==> config.mk <==
export PLATFORM = sky130hd
export DESIGN_NAME = mouse_packet_cursor_tracker
export DESIGN_NICKNAME = d
export VERILOG_FILES = /design/src/hw/rtl/mpct_pkg.sv /design/src/hw/rtl/mpct_motion.sv /design/src/hw/rtl/mouse_packet_cursor_tracker.sv
export SDC_FILE = /design/constraint.sdc
export NUM_CORES = 1
export LEC_CHECK = 0
export BUFFER_PORTS_ARGS = -buffer_cell sky130_fd_sc_hd__buf_2
export CAP_MARGIN = 20
export CORE_ASPECT_RATIO = 1.1
export CORE_UTILIZATION = 23
export DETAILED_ROUTE_END_ITERATION = 16
export GPL_TIMING_DRIVEN = 0
export PLACE_DENSITY = 0.41
export SYNTH_ARGS = -nofsm -noshare
export SYNTH_HDL_FRONTEND = slang
export SYNTH_SLANG_ARGS = --single-unit
export TNS_END_PERCENT = 50
==> constraint.sdc <==
create_clock -name clk_i -period 12.88 [get_ports clk_i]
set_input_delay 0.644 -clock clk_i [delete_from_list [all_inputs] [get_ports clk_i]]
set_output_delay 0.644 -clock clk_i [all_outputs]
set_load 0.01 [all_outputs]
==> src/hw/rtl/mpct_pkg.sv <==
`default_nettype none

package mpct_pkg;

  localparam int unsigned COORD_BITS = 12;
  localparam int unsigned SIZE_W     = 13;
  localparam int unsigned BYTE_W     = 8;
  localparam int unsigned CFG_IDX_W  = 2;
  localparam int unsigned CFG_DATA_W = 13;

  localparam logic [BYTE_W-1:0] SYNC_BIT      = 8'h08;
  localparam logic [BYTE_W-1:0] OVERFLOW_BITS = 8'hC0;
  localparam logic [BYTE_W-1:0] LEFT_BIT      = 8'h01;
  localparam logic [BYTE_W-1:0] RIGHT_BIT     = 8'h02;

  localparam logic [CFG_IDX_W-1:0] CFG_ENABLE        = 2'd0;
  localparam logic [CFG_IDX_W-1:0] CFG_SCREEN_WIDTH  = 2'd1;
  localparam logic [CFG_IDX_W-1:0] CFG_SCREEN_HEIGHT = 2'd2;

  localparam logic [SIZE_W-1:0] WIDTH_RESET  = 13'd640;
  localparam logic [SIZE_W-1:0] HEIGHT_RESET = 13'd480;

  localparam logic [COORD_BITS-1:0] X_RESET = COORD_BITS'(320);
  localparam logic [COORD_BITS-1:0] Y_RESET = COORD_BITS'(240);

endpackage

`default_nettype wire

==> src/hw/rtl/mpct_motion.sv <==
`default_nettype none

module mpct_motion (
  input  wire logic [mpct_pkg::COORD_BITS-1:0] cursor_x_i,
  input  wire logic [mpct_pkg::COORD_BITS-1:0] cursor_y_i,
  input  wire logic [mpct_pkg::BYTE_W-1:0]     dx_i,
  input  wire logic [mpct_pkg::BYTE_W-1:0]     dy_i,
  input  wire logic [mpct_pkg::SIZE_W-1:0]     width_i,
  input  wire logic [mpct_pkg::SIZE_W-1:0]     height_i,
  output logic      [mpct_pkg::COORD_BITS-1:0] new_x_o,
  output logic      [mpct_pkg::COORD_BITS-1:0] new_y_o
);
  import mpct_pkg::*;

  localparam int unsigned LIM_W = (COORD_BITS > SIZE_W) ? COORD_BITS : SIZE_W;
  localparam int unsigned NX_W  = COORD_BITS + 2;
  localparam int unsigned CMP_W = LIM_W + 2;
  localparam logic [LIM_W-1:0] COORD_MAX = LIM_W'((1 << COORD_BITS) - 1);

  // size minus one, saturated at the coordinate range
  function automatic logic [COORD_BITS-1:0] limit_of(input logic [SIZE_W-1:0] size);
    logic [SIZE_W-1:0] raw;
    logic [LIM_W-1:0]  ext;
    raw = (size == '0) ? '0 : size - SIZE_W'(1);
    ext = LIM_W'(raw);
    if (ext > COORD_MAX) begin
      ext = COORD_MAX;
    end
    return ext[COORD_BITS-1:0];
  endfunction

  function automatic logic [COORD_BITS-1:0] clamp(input logic signed [NX_W-1:0] v,
                                                  input logic [COORD_BITS-1:0] lim);
    logic [COORD_BITS-1:0] res;
    if (v[NX_W-1]) begin
      res = '0;
    end else if (CMP_W'($unsigned(v)) > CMP_W'(lim)) begin
      res = lim;
    end else begin
      res = v[COORD_BITS-1:0];
    end
    return res;
  endfunction

  logic signed [NX_W-1:0] nx;
  logic signed [NX_W-1:0] ny;

  assign nx = $signed({2'b00, cursor_x_i}) + NX_W'($signed(dx_i));
  assign ny = $signed({2'b00, cursor_y_i}) - NX_W'($signed(dy_i));

  assign new_x_o = clamp(nx, limit_of(width_i));
  assign new_y_o = clamp(ny, limit_of(height_i));

endmodule

`default_nettype wire

==> src/hw/rtl/mouse_packet_cursor_tracker.sv <==
`default_nettype none

// channel   direction  handshake                 payload
// data      in         data_valid_i/data_ready_o  data_byte_i
// result    out        out_valid_o/out_ready_i    changed, pos_x/y, buttons, motion_dropped
// config    in         cfg_we_i (no wait)         cfg_index_i, cfg_data_i
//
// one word per cycle while data_ready_o is high; the edge that takes a packet's third byte loads the result register
// the result register frees on the cycle it is taken, so bytes keep flowing under it
// data_ready_o drops only while a result waits and out_ready_i is low
// reset: disabled, 640x480 screen, cursor at 320,240, buttons up, byte count zero

module mouse_packet_cursor_tracker (
  input  wire logic                             clk_i,
  input  wire logic                             rst_ni,
  input  wire logic                             cfg_we_i,
  input  wire logic [mpct_pkg::CFG_IDX_W-1:0]   cfg_index_i,
  input  wire logic [mpct_pkg::CFG_DATA_W-1:0]  cfg_data_i,
  input  wire logic                             data_valid_i,
  output logic                                  data_ready_o,
  input  wire logic [mpct_pkg::BYTE_W-1:0]      data_byte_i,
  output logic                                  out_valid_o,
  input  wire logic                             out_ready_i,
  output logic                                  changed_o,
  output logic      [mpct_pkg::COORD_BITS-1:0]  pos_x_o,
  output logic      [mpct_pkg::COORD_BITS-1:0]  pos_y_o,
  output logic                                  left_button_o,
  output logic                                  right_button_o,
  output logic                                  motion_dropped_o
);
  import mpct_pkg::*;

  typedef enum logic [1:0] {
    IDX_HEADER,
    IDX_DX,
    IDX_DY
  } byte_idx_e;

  byte_idx_e              byte_idx_q;
  logic                   enable_q;
  logic [SIZE_W-1:0]      width_q;
  logic [SIZE_W-1:0]      height_q;
  logic [BYTE_W-1:0]      header_q;
  logic [BYTE_W-1:0]      dx_q;
  logic                   left_held_q;
  logic                   right_held_q;
  logic [COORD_BITS-1:0]  cursor_x_q;
  logic [COORD_BITS-1:0]  cursor_y_q;

  logic                   out_valid_q;
  logic                   changed_q;
  logic [COORD_BITS-1:0]  pos_x_q;
  logic [COORD_BITS-1:0]  pos_y_q;
  logic                   left_q;
  logic                   right_q;
  logic                   dropped_q;

  logic                   accept;
  logic                   work;
  logic                   last_byte;
  logic [COORD_BITS-1:0]  moved_x;
  logic [COORD_BITS-1:0]  moved_y;
  logic                   left_d;
  logic                   right_d;
  logic                   dropped_d;
  logic [COORD_BITS-1:0]  cursor_x_d;
  logic [COORD_BITS-1:0]  cursor_y_d;
  logic                   changed_d;

  assign data_ready_o = !out_valid_q || out_ready_i;
  assign accept       = data_valid_i && data_ready_o;
  assign work         = accept && enable_q;
  assign last_byte    = work && (byte_idx_q == IDX_DY);

  mpct_motion u_motion (
    .cursor_x_i (cursor_x_q),
    .cursor_y_i (cursor_y_q),
    .dx_i       (dx_q),
    .dy_i       (data_byte_i),
    .width_i    (width_q),
    .height_i   (height_q),
    .new_x_o    (moved_x),
    .new_y_o    (moved_y)
  );

  assign left_d     = |(header_q & LEFT_BIT);
  assign right_d    = |(header_q & RIGHT_BIT);
  assign dropped_d  = |(header_q & OVERFLOW_BITS);
  assign cursor_x_d = dropped_d ? cursor_x_q : moved_x;
  assign cursor_y_d = dropped_d ? cursor_y_q : moved_y;
  assign changed_d  = (left_d != left_held_q) || (right_d != right_held_q) ||
                      (cursor_x_d != cursor_x_q) || (cursor_y_d != cursor_y_q);

  always_ff @(posedge clk_i or negedge rst_ni) begin
    if (!rst_ni) begin
      byte_idx_q   <= IDX_HEADER;
      enable_q     <= 1'b0;
      width_q      <= WIDTH_RESET;
      height_q     <= HEIGHT_RESET;
      header_q     <= '0;
      dx_q         <= '0;
      left_held_q  <= 1'b0;
      right_held_q <= 1'b0;
      cursor_x_q   <= X_RESET;
      cursor_y_q   <= Y_RESET;
      out_valid_q  <= 1'b0;
      changed_q    <= 1'b0;
      pos_x_q      <= '0;
      pos_y_q      <= '0;
      left_q       <= 1'b0;
      right_q      <= 1'b0;
      dropped_q    <= 1'b0;
    end else begin
      if (cfg_we_i) begin
        case (cfg_index_i)
          CFG_ENABLE:        enable_q <= cfg_data_i[0];
          CFG_SCREEN_WIDTH:  width_q  <= cfg_data_i[SIZE_W-1:0];
          CFG_SCREEN_HEIGHT: height_q <= cfg_data_i[SIZE_W-1:0];
          default: ;
        endcase
      end

      if (out_ready_i) begin
        out_valid_q <= 1'b0;
      end

      if (work) begin
        case (byte_idx_q)
          IDX_HEADER: begin
            if (|(data_byte_i & SYNC_BIT)) begin
              header_q   <= data_byte_i;
              byte_idx_q <= IDX_DX;
            end
          end
          IDX_DX: begin
            dx_q       <= data_byte_i;
            byte_idx_q <= IDX_DY;
          end
          IDX_DY: begin
            byte_idx_q   <= IDX_HEADER;
            left_held_q  <= left_d;
            right_held_q <= right_d;
            cursor_x_q   <= cursor_x_d;
            cursor_y_q   <= cursor_y_d;
            out_valid_q  <= 1'b1;
            changed_q    <= changed_d;
            pos_x_q      <= cursor_x_d;
            pos_y_q      <= cursor_y_d;
            left_q       <= left_d;
            right_q      <= right_d;
            dropped_q    <= dropped_d;
          end
          default: byte_idx_q <= IDX_HEADER;
        endcase
      end
    end
  end

  assign out_valid_o      = out_valid_q;
  assign changed_o        = changed_q;
  assign pos_x_o          = pos_x_q;
  assign pos_y_o          = pos_y_q;
  assign left_button_o    = left_q;
  assign right_button_o   = right_q;
  assign motion_dropped_o = dropped_q;

  // a completed packet always lands in the result register
  a_packet_result : assert property (@(posedge clk_i) disable iff (!rst_ni)
    last_byte |=> out_valid_q)
    else $error("completed packet produced no result");

  // words taken while disabled leave the byte count alone
  a_disabled_hold : assert property (@(posedge clk_i) disable iff (!rst_ni)
    (accept && !enable_q) |=> $stable(byte_idx_q))
    else $error("byte count moved while disabled");

  // overflow keeps the cursor where it was
  a_dropped_keeps : assert property (@(posedge clk_i) disable iff (!rst_ni)
    (last_byte && dropped_d) |=>
      (pos_x_q == $past(cursor_x_q)) && (pos_y_q == $past(cursor_y_q)))
    else $error("dropped motion moved the cursor");

  // result matches the tracked state right after a packet
  a_result_state : assert property (@(posedge clk_i) disable iff (!rst_ni)
    last_byte |=> (pos_x_q == cursor_x_q) && (pos_y_q == cursor_y_q) &&
                  (left_q == left_held_q) && (right_q == right_held_q))
    else $error("result disagrees with tracked state");

endmodule

`default_nettype wire

==> summary.md, run 1 <==
| Metric | Value |
|---|---|
| Outcome | complete, no violations |
| DIE AREA | about 29000 µm² |
| Final min period | roughly 5.7 ns |
| CTS HTree Levels | 3 |
| Initial detailed-routing violation count | 349 |
| Fin. max-slew vios | 0 |
| Synth cell count leaders | 64 x dfrtp_1, 57 x nand2_1, 55 x a21oi_1, 55 x o21ai_0, 52 x ha_1 |
| Non-filler cells, final | 1150 |
| Core Rows | 63 |
| Slowest CP cell | nor4b_1 |
| TritonCTS buffer count | 9 |
| Achievable Freq | 175.0 MHz |
| Post-CTS Resized | 0 |
| CP startpoint kind | register |
| Critical Path RT | about 13 ns |
| Top Ports | 58 |
| PortBufs | 57 |
| Worst R2R Start | width_q[0] |
| Vias | 5735 |
| Synthesized Nets | 799 |
| Routed vias/inst | 4.987 |
| Peak VDD IR | 0.08854 mV |
| Largest net degree at the start of global routing | 55 |
| Crit path DAT | 5.94 ns |
| Cell leakage power | 3.308 nW |
| Sink Count | 76 |
| RR Endpoint | changed_o |
| Top_reg_cell synth | dfrtp_1 |
| Critical-path cell list | inv_1 > ha_1 > nor4b_1 > and4_1 > nor2_1 > o21ai_0 > ha_1 > a211oi_1 > nor2_1 > o21a_1 > o21ai_0 > a31o_2 > clkbuf_1 > nand4_1 > o311ai_0 > o2111ai_1 > or4b_1 > o41a_1 > o22a_1 |
| Critical path type | reg -> reg |
| Max_slew headroom | 0.3086 |
| Initial antenna violation count | 0 |
| First-pass GRT wire length | 32.97 mm |
| Fin crit share | 0.4436 |
| Nets@finish | 870 |
| Worst skew pair latency | 0.36 ns |
| WL/cell | 18.44 µm |
| Chip width | 161.5 µm |
| Crit path largest cell delay | 0.60 ns |
| Endpoints failing setup | 0 |
| Drt first pass iters | 4 |
| Max cap viols | 0 |
| Hold Crit Class | in -> async |
| Yosys top cell by area | dfrtp_1 |
| DP HPWL | 17.20 mm |
| Total track usage | 0.1520 |
| Setup Buffers After CTS | 0 |
| N_diodes | 0 |
| Proportion of layout cells with a drive suffix above 1 | 0.2346 |
| CTS tree | done |
| Die H | 177.5 µm |
| Reg clk slew, reported paths | 0.08 ns |
| Congestion Overflow GR | 0 |
| Setup slack, reg-to-reg | 7.17 ns |
| Synth async-reset ratio | 1.000 |
| Yosys top cell area share | 0.2488 |
| Number of flops mapped to enable cells by yosys | 0 |
| Layout area overhead | 17.07% |
| Crit. End Element | register |
| Core area | 27190 µm² |
| Critical Path Fanout Max | 10 |
| Hold Vio Cnt, Final | 0 |
| Synth area leaders | dfrtp_1 25%, ha_1 10%, mux2_2 7.2% |
| DRC | 0 |
| Synth Warn # | 0 |
| Final GP Congestion | around 0.85 |
| Fin Clk Skew | 0.01808 ns |
| Fillers | approximately 3000 |
| Library cells used by synthesis | 90 |
| Vias in the first global route | approximately 5700 |
| Cells after Synth | 717 |
| Root Buffer Master | clkbuf_16 |
| Most frequent cell after synthesis | dfrtp_1 |
| Setup repair after global routing missed its margin | false |
| Pwr Density | 250.6 nW/µm² |
| Register-to-Register Path Depth | 19 |
| Placed Instances | 1133 |
| Cts hold-fix bufs | 0 |
| Worst slew pin tran | ~1.0 ns |
| Mean area per synthesized cell | 8.978 µm² |
| Initial Util | 0.2367 |
| Drt total wl | 21.21 mm |
| ANT nets after route | 0 |
| Synthesized area | 6437 µm² |
| Clock buffer depth | 2 |
| Synthesized flop and latch total | 76 |
| Share of the yosys chip area belonging to registers | 0.2978 |
| Sum of negative setup slack | 0 ns |
==> cells in the final DEF, fill, tap and decap left out, types with 4 or more instances in the layout <==
cell type	instances
a211o_1	4
a211oi_1	9
a21o_1	15
a21oi_1	55
a22o_1	8
a31oi_1	5
and2_1	4
buf_2	65
buf_4	22
clkbuf_1	8
clkbuf_16	9
dfrtp_1	64
dfstp_2	12
ha_1	52
inv_1	37
mux2_2	41
mux2i_1	5
nand2_1	57
nand3_1	8
nand3b_1	4
nand4_1	11
nor2_1	44
nor2b_1	4
nor3_1	15
nor3b_1	5
nor4_1	7
o2111ai_1	6
o211ai_1	5
o21a_1	7
o21ai_0	55
o21ai_1	4
o31ai_1	6
or3_1	6
or4_1	5
xnor2_1	23
xor2_1	14
==> routing by layer <==
metal	part of all wire	global-route usage	vias to the layer above
li1	-	-	2800
met1	0.45	0.1916	2782
met2	0.50	0.2658	119
met3	0.032	0.01613	34
met4	0.025	0.05739	0
met5	0	0	-
==> report_power, final <==
group / switching [mW] / leakage (nW) / internal, mW
combinational: 0.695 / 2.23 / 0.480
sequential: 0.107 / 0.926 / 0.324
clock: 0.107 / 0.152 / 0.176
total: 0.908 / 3.31 / 0.980
==> worst max-delay path, delay by kind of cell (launching register included) <==
family                     cells  cell delay [ns]
DFF                            1             0.42
and+or+nand+nor                6             1.85
buffers and inverters          2             0.44
AOI/OAI and AO/OA              9             2.30
adders and majority gates      2             0.58
==> how the worst max path moves through the flow <==
stage,end,depth (start not counted),slack [ns],from
after floorplan,changed_o,20,7.83,data_byte_i[0]
after global placement,changed_o,23,7.03,data_byte_i[0]
after detailed placement,changed_o,23,7.05,data_byte_i[0]
after CTS,changed_o,20,7.19,cursor_x_q[0]
after global routing,changed_o,19,6.59,width_q[0]
final,changed_o,19,7.17,width_q[0]
==> cell type report <==
type                    instances  area, µm²  area share
plain buffers                  41      257.7     0.03420
clock buffers                  11      242.7     0.03221
clock inverters                 5      83.83     0.01112
inverters                      37      138.9     0.01843
multi-input cells             563       4124      0.5472
flip-flops and latches         76       1917      0.2544
well taps                     357      446.7     0.05927
repair buffers                 60      325.3     0.04317
==> metrics by stage <==
stage	util	area, µm²	hold slack [ns]	total power [mW]	setup WS (ns)
after floorplan	-	6437	0.3484	1.249	7.828
after global placement	0.2636	7169	0.4706	1.610	7.034
after detailed placement	0.2649	7204	0.4762	1.609	7.054
after CTS	0.2769	7531	0.2165	1.904	7.194
after global routing	0.2771	7536	0.2371	2.051	6.586
final	0.2771	7536	0.2141	1.888	7.167
==> state kept, by name, summed over array words and instances (netlist names) <==
signal / flops
cursor_y_q: 12
height_q: 13
left_button_o: 1
pos_y_o: 4
byte_idx_q: 2
pos_x_o: 2
enable_q: 1
motion_dropped_o: 1
out_valid_o: 1
dx_q: 8
cursor_x_q: 12
right_button_o: 1
changed_o: 1
width_q: 13
header_q: 4
==> cells by family after synthesis <==
| family | count (synthesis) | synth area share |
|---|---|---|
| xor gates and xnor gates | 38 | 0.05287 |
| buffers and inverters | 78 | 0.06161 |
| and+or+nand+nor | 195 | 0.1549 |
| muxes | 46 | 0.07949 |
| adders and majority gates | 57 | 0.1120 |
| DFF | 76 | 0.2978 |
| AOI/OAI and AO/OA | 227 | 0.2414 |
Note: power is estimated with default switching activity, not from simulation.
==> run 2, diff against run 1 <==
PLACE_DENSITY = 0.42   (was 0.41)
clock period = 4.7 ns   (was 12.88 ns; I/O delays follow)
==> run 2 against run 1 <==
The flow now finishes with violations (setup timing); register-to-register slack got worse by 7.5 ns; power grew to 2.9 times the previous value; cell count is 1.7% higher; fmax is 13% higher; worst setup slack worse by 7.5 ns; count of clock-buffer cells in the layout down 1; sequential cell count stayed put.
==> summary.md, run 2 (same netlist as run 1, synthesis figures left out) <==
| Metric | Value |
|---|---|
| Outcome | finished with violations |
| Failing checks | setup timing |
| First-pass GRT wire length | 33.63 mm (+2.0%) |
| Routed vias/inst | 4.891 (-1.9%) |
| Worst hold path depth | 2 |
| Reg clk slew, reported paths | 0.07 ns (about the same) |
| Register-to-Register Path Depth | 21 (+2) |
| Endpoints failing setup | 1 (+1) |
| Area after DPL | 7221 µm² (+0.23%) |
| Fin Clk Skew | 0.008080 ns (-0.009999 ns) |
| Drt total wl | 21.60 mm (+1.8%) |
| Most common cell after layout, fill and taps aside | buf_2 |
| DIE AREA | 28660 µm² (unchanged) |
| PortBufs | 57 (unchanged) |
| Clock network power share | 0.134 (-0.016) |
| Setup repair after global routing missed its margin | true |
| Total track usage | 0.1551 (+0.003107) |
| Chip width | 161.5 µm (unchanged) |
| RR Endpoint | changed_o |
| Vias | 5722 (-0.23%) |
| Worst hold start | data_byte_i[5] |
| Footprint of the multi-input gates | 4344 µm² (+5.3%) |
| Congestion Overflow GR | 0 (unchanged) |
| Total power | 5.529 mW (+190%) |
| Proportion of layout cells with a drive suffix above 1 | 0.2989 (+0.06434) |
| Largest net degree at the start of global routing | 57 (+3.6%) |
| Max cap viols | 0 (unchanged) |
| Initial detailed-routing violation count | 322 (-7.7%) |
| Post-route cell area | 7905 µm² (+4.9%) |
| Critical Path RT | 4.94 ns (-8.17 ns) |
| WL/cell | 18.46 µm (about the same) |
| Fin. max-slew vios | 0 (unchanged) |
| Top Ports | 58 (unchanged) |
| Critical-path cell list | inv_2 > ha_4 > inv_2 > fa_2 > a211o_1 > o2111ai_2 > nand2_2 > a31o_4 > a31oi_4 > xnor2_2 > ha_1 > nand2_2 > nor4_2 > a211o_1 > o41a_1 > nor2_4 > or3_1 > a32o_2 > or4b_1 > o41a_1 > o22a_1 |
| Die H | 177.5 µm (unchanged) |
| Worst skew pair latency | 0.35 ns (about the same) |
| Initial Util | 0.2367 (unchanged) |
| Hold Crit Class | in -> reg |
| Achievable Freq | 197.4 MHz (+13%) |
| CTS HTree Levels | 3 (unchanged) |
| Critical Path Fanout Max | 3 (-7) |
| Pint | 2.855 mW (+190%) |
| Cell leakage power | 3.446 nW (+4.2%) |
| Hold Path End | dx_q[5] |
| Crit path buf inv count | 2 (unchanged) |
| Clock buffer depth | 2 (unchanged) |
| ANT nets after route | 0 (unchanged) |
| Core area | 27190 µm² (unchanged) |
| Initial antenna violation count | 0 (unchanged) |
| Crit path largest cell delay | 0.53 ns (-0.07 ns) |
| Drt first pass iters | 7 (+3) |
| Combinational Power Share | 0.653 (+0.030) |
| N_diodes | 0 (unchanged) |
| CP startpoint kind | register |
| Sink Count | 76 (unchanged) |
| Crit. End Element | register |
| Critical path type | reg -> reg |
| Hold_ws | 0.1364 ns (-0.07769 ns) |
| Fin util | 0.2907 (+0.01357) |
| Peak VDD IR | 0.1839 mV (+110%) |
| Max_slew headroom | 0.4006 (+0.09198) |
| Largest regs | height_q x13, width_q x13 |
| DP HPWL | 17.24 mm (+0.21%) |
| Final min period | 5.067 ns (-0.6467 ns) |
| Sequential Area | 1919 µm² (+0.13%) |
| Final GP Congestion | 0.8318 (-1.6%) |
| Fin crit share | 1.078 (+0.6344) |
| Setup ws final | -0.3668 ns (-7.533 ns) |
| Root Buffer Master | clkbuf_16 |
| NetSw | 2.674 mW (+190%) |
| CTS tree | done |
| Slowest CP cell | or4b_1 |
| Hold Vio Cnt, Final | 0 (unchanged) |
| Worst R2R Start | cursor_y_q[0] |
| Pwr Density | 699.5 nW/µm² (+180%) |
| Setup slack, reg-to-reg | -0.37 ns (-7.53 ns) |
| TritonCTS buffer count | 9 (unchanged) |
| DRC | 0 (unchanged) |
| Layout area overhead | 22.80% |
| Nets@finish | 890 (+2.3%) |
| Setup WS pre-CTS | -0.7755 ns (-7.830 ns) |
| Sw frac | 0.4836 (+0.002506) |
| Vias in the first global route | 5865 (+3.5%) |
| Reg power frac | 0.213 (-0.015) |
| Crit path DAT | 5.31 ns (-0.63 ns) |
| Fillers | 2948 (-1.6%) |
| Worst slew pin tran | 0.8910 ns (-0.1367 ns) |
| Commonest cells after routing, fill and taps aside | 64 x buf_2, 62 x dfrtp_1, 55 x nand2_1 |
| Core Rows | 63 (unchanged) |
| CP delay by family, top | compound AO/OA/AOI/OAI gates |
[run 2: cell count changes in the layout (fill, tap and decap cells not counted), sizes merged]
| cell | change |
|---|---|
| dlygate4sd3 | +1 |
| inv | +1 |
| buf | +19 |
| clkbuf | -1 |
| clkinv | +1 |
| bufinv | -1 |
[run 2: power by group through the flow]
stage               sequential (mW)  clock (mW)  combinational, mW
global route                   1.22       0.784               3.97
global placement               1.19           0               3.23
detailed placement             1.20           0               3.24
finish                         1.18       0.739               3.61
CTS                            1.18       0.760               3.58
floorplan                      1.09           0               2.35
[run 2: area by class of cell]
type                       count  share of cell area
multi-input combinational    563              0.5495
sequential                    76              0.2428
timing repair buffer          80             0.06046
tap                          357             0.05651
buffer                        41             0.03387
clock buffer                  10             0.03023
inverter                      37             0.01757
clock inverter                 6            0.009022
[run 2: worst max path at each step]
stage | cells after the start | end | startpoint
2_1_floorplan | 23 | changed_o | cursor_y_q[0]
3_3_place_gp | 20 | changed_o | width_q[0]
5_1_grt | 20 | changed_o | cursor_x_q[0]
3_5_place_dp | 23 | changed_o | cursor_y_q[0]
6_report | 21 | changed_o | cursor_y_q[0]
4_1_cts | 21 | changed_o | cursor_y_q[0]
[run 2: through the flow]
step | TNS, ns | cells
4_1_cts | -0.3715 | 1168
5_1_grt | -0.5512 | 1170
2_1_floorplan | 0 | 717
6_report | -0.3668 | 1170
3_3_place_gp | -0.8766 | 1131
3_5_place_dp | -0.7755 | 1133
[run 2: timing repair]
item | in CTS | in global routing
hold buffers | 1 | 0
pin swaps | 28 | 6
setup endpoints to repair | 2 | 1
buffers inserted | 18 | 1
endpoints found under the hold margin | 17 | 0
resized for setup | 38 | 10
[run 2: routing by layer]
| metal | track usage | vias to the layer above | share of wire |
|---|---|---|---|
| met5 | 0 | - | 0 |
| met4 | 0.07075 | 0 | 0.033 |
| met3 | 0.01870 | 31 | 0.026 |
| met2 | 0.2721 | 77 | 0.50 |
| met1 | 0.1890 | 2772 | 0.44 |
| li1 | - | 2842 | - |
==> run 3, diff against run 2 <==
ABC_AREA = 1   (was not set)
==> run 3 against run 2 <==
The run now ends clean; worst setup slack improved by 0.96 ns; via count grew 4.2%; sequential share of layout area rose by 0.93 points; die area is 0.85% higher; fmax up 23%; hold slack improved by 0.024 ns; critical path depth up 2.
==> summary.md, run 3 <==
| Metric | Value |
|---|---|
| Outcome | complete, no violations |
| Hold Crit Class | in -> reg |
| Met1 Use GR | 0.1877 (-0.001374) |
| Critical Path Fanout Max | 10 (+7) |
| Core area | 27790 µm² (+2.2%) |
| Commonest cells after routing, fill and taps aside | 210 x nand2_1, 145 x inv_1, 85 x nand3_1 |
| Combinational Power Share | 0.677 (+0.024) |
| Most common cell after layout, fill and taps aside | nand2_1 |
| Library cells used by synthesis | 41 (-54%) |
| Worst skew pair latency | 0.34 ns (about the same) |
| NetSw | 3.142 mW (+17%) |
| Peak VDD IR | 0.2706 mV (+47%) |
| Non-filler cells, final | 1369 (+17%) |
| Critical-path cell list | ha_1 > fa_1 > nand3_1 > nand2_1 > a21oi_1 > o21bai_1 > xor2_1 > inv_1 > ha_1 > nand2_1 > nor2_1 > nand3_1 > buf_2 > nand3_1 > nand3_1 > nand2_1 > nand2_1 > nor2_1 > nand2_1 > nor2_1 > nand2_1 > nor2_1 > a21oi_1 |
| PortBufs | 57 (unchanged) |
| Number of flops mapped to enable cells by yosys | 0 (unchanged) |
| Pint | 2.919 mW (+2.2%) |
| Synthesized Nets | 1013 (+27%) |
| Synthesized area | 6492 µm² (+0.86%) |
| Achievable Freq | 243.3 MHz (+23%) |
| N_diodes | 0 (unchanged) |
| Hold Vio Cnt, Final | 0 (unchanged) |
| DIE AREA | 28900 µm² (+0.85%) |
| Endpoints failing setup | 0 (-1) |
| Sink Count | 76 (unchanged) |
| Synth cell count leaders | 210 x nand2_1, 145 x inv_1, 85 x nand3_1, 81 x o21ai_0, 64 x dfrtp_1 |
| Max cap viols | 0 (unchanged) |
| CP startpoint kind | register |
| Worst slew pin tran | 0.9849 ns (+0.09398 ns) |
| Clock network power share | 0.131 (-0.003) |
| Cells after Synth | 931 (+30%) |
| Placed Instances | 1352 (+19%) |
| Synth Warn # | 0 (unchanged) |
| Chip width | 162.2 µm (+0.42%) |
| Nets@finish | 1083 (+22%) |
| Core Rows | 64 (+1.6%) |
| TritonCTS buffer count | 9 (unchanged) |
| Synthesized flop and latch total | 76 (unchanged) |
| Largest regs | height_q x13, width_q x13 |
| Drt total wl | 20.31 mm (-6.0%) |
| Die H | 178.2 µm (+0.42%) |
| Cell leakage power | 3.959 nW (+15%) |
| Fin. max-slew vios | 0 (unchanged) |
| M3 GR Usage | 0.01511 (-0.003583) |
| Most Crowded Layer GR | met2 |
| Pwr Density | 796.9 nW/µm² (+14%) |
| Clock buffer depth | 2 (unchanged) |
| Routed vias/inst | 4.356 (-11%) |
| Most used cell, CP | nand2_1 |
| Crit path DAT | 4.34 ns (-0.97 ns) |
| Total track usage | 0.1497 (-0.005477) |
| Yosys top cell area share | 0.2467 (-0.002110) |
| Slowest CP cell | dfrtp_1 |
| Proportion of layout cells with a drive suffix above 1 | 0.1441 (-0.1548) |
| CTS tree | done |
| Mean area per synthesized cell | 6.974 µm² (-22%) |
| Sequential Area | 1917 µm² (-0.13%) |
| Synth area leaders | dfrtp_1 25%, nand2_1 12%, ha_1 10% |
| CP delay by family, top | simple AND/OR/NAND/NOR gates |
| Post-CTS Resized | 0 (-100%) |
| Final min period | 4.111 ns (-0.9559 ns) |
| Synth async-reset ratio | 1.000 (unchanged) |
| DRC | 0 (unchanged) |
| Root Buffer Master | clkbuf_16 |
| WL/cell | 14.83 µm (-20%) |
| Initial Util | 0.2337 (-0.003060) |
| Crit path largest cell delay | 0.44 ns (-0.09 ns) |
| Fillers | 3089 (+4.8%) |
| Congestion Overflow GR | 0 (unchanged) |
| Max_slew headroom | 0.3383 (-0.06223) |
| Fin Clk Skew | 0.01272 ns (+0.004639 ns) |
| Crit path buf inv count | 2 (unchanged) |
| CTS HTree Levels | 3 (unchanged) |
| Share of the yosys chip area belonging to registers | 0.2952 (-0.002525) |
| Top_reg_cell synth | dfrtp_1 |
| Footprint of the multi-input gates | 3729 µm² (-14%) |
| Initial antenna violation count | 0 (unchanged) |
| Vias in the first global route | 6028 (+2.8%) |
| Final GP Congestion | 0.8481 (+2.0%) |
| Reg power frac | 0.193 (-0.020) |
| DP HPWL | 16.62 mm (-3.6%) |
| Vias | 5963 (+4.2%) |
| Most frequent cell after synthesis | nand2_1 |
| Critical Path RT | 4.93 ns (about the same) |
| M2 GR Usage | 0.2700 (-0.002062) |
| Initial detailed-routing violation count | 362 (+12%) |
| Yosys top cell by area | dfrtp_1 |
| Reg clk slew, reported paths | 0.07 ns (about the same) |
| Setup repair after global routing missed its margin | false |
| Top Ports | 58 (unchanged) |
| Sw frac | 0.5184 (+0.03480) |
| First-pass GRT wire length | 33.02 mm (-1.8%) |
| Crit. End Element | register |
| Largest net degree at the start of global routing | 58 (+1.8%) |
| ANT nets after route | 0 (unchanged) |
| Drt first pass iters | 5 (-2) |
| Critical path type | reg -> reg |
| Fin crit share | 0.8747 (-0.2034) |
| Sum of negative setup slack | 0 ns (+0.3668 ns) |
| Layout area overhead | 17.13% |
-- run 3: cell types whose count changed after synthesis, moves of 22 or more --
cell / change
nand2_1: +153
inv_1: +108
nand3_1: +77
mux2_2: -41
o21ai_0: +26
a21oi_1: -22
-- run 3: stage by stage --
stage	setup WS, ns	hold WS [ns]	utilization	area [µm²]	power (mW)
after floorplan	1.444	-0.06059	-	6492	4.135
after global routing	0.2183	0.1657	0.2737	7605	6.775
after detailed placement	0.6042	0.1445	0.2613	7262	5.313
after CTS	0.5647	0.1544	0.2737	7605	6.148
after global placement	0.5610	0.4647	0.2603	7232	5.309
final	0.5891	0.1601	0.2737	7605	6.060
-- run 3: worst paths after layout --
path	slack [ns]	endpoint	depth (start not counted)	startpoint
max	0.59	changed_o	23	cursor_x_q[0]
min	0.16	height_q[5]	3	cfg_data_i[5]
max reg2reg	0.59	changed_o	23	cursor_x_q[0]
min reg2reg	0.48	pos_x_o[8]	2	pos_x_o[8]
max in group asynchronous	3.72	cursor_y_q[5]	3	rst_ni
min in group asynchronous	0.32	height_q[11]	2	rst_ni
-- run 3: power by group through the flow --
stage	clock network, mW	registers [mW]	logic [mW]
after floorplan	0	1.10	3.04
after global placement	0	1.18	4.13
after detailed placement	0	1.18	4.13
after CTS	0.816	1.17	4.16
after global routing	0.842	1.20	4.73
final	0.791	1.17	4.10
-- run 3: cell families after synthesis --
family / after synthesis / synth area share
AND/OR/NAND/NOR: 411 / 0.2831
buffers and inverters: 198 / 0.1305
AO/OA/AOI/OAI: 150 / 0.1282
flip-flops: 76 / 0.2952
adder cells (fa/ha/maj): 54 / 0.1064
XOR/XNOR: 42 / 0.05666
-- run 3: layer usage --
| layer | vias up | part of all wire |
|---|---|---|
| met5 | - | 0 |
| met4 | 0 | 0.015 |
| met3 | 13 | 0.018 |
| met2 | 64 | 0.51 |
| met1 | 2736 | 0.46 |
| li1 | 3150 | - |
-- run 3: worst register-to-register path: cells and delay by family (launching register included) --
kind	cells	cell delay (ns)
buffers and inverters	2	0.32
xor gates and xnor gates	1	0.33
DFF	1	0.44
adders and majority gates	3	0.96
AOI/OAI and AO/OA	3	0.45
and+or+nand+nor	14	1.51
-- run 3: repair_timing --
item | in CTS | in global routing
hold endpoints to repair | 13 | 0
buffers inserted | 0 | 0
hold buffers | 1 | 0
setup endpoints to repair | 0 | 0
-- run 3: area by class of cell --
cell class,instances,area share
clock buffers,10,0.03142
multi-input cells,657,0.4903
plain buffers,45,0.03587
flip-flops and latches,76,0.2521
repair buffers,59,0.04278
well taps,363,0.05972
inverters,153,0.07552
clock inverters,6,0.01234
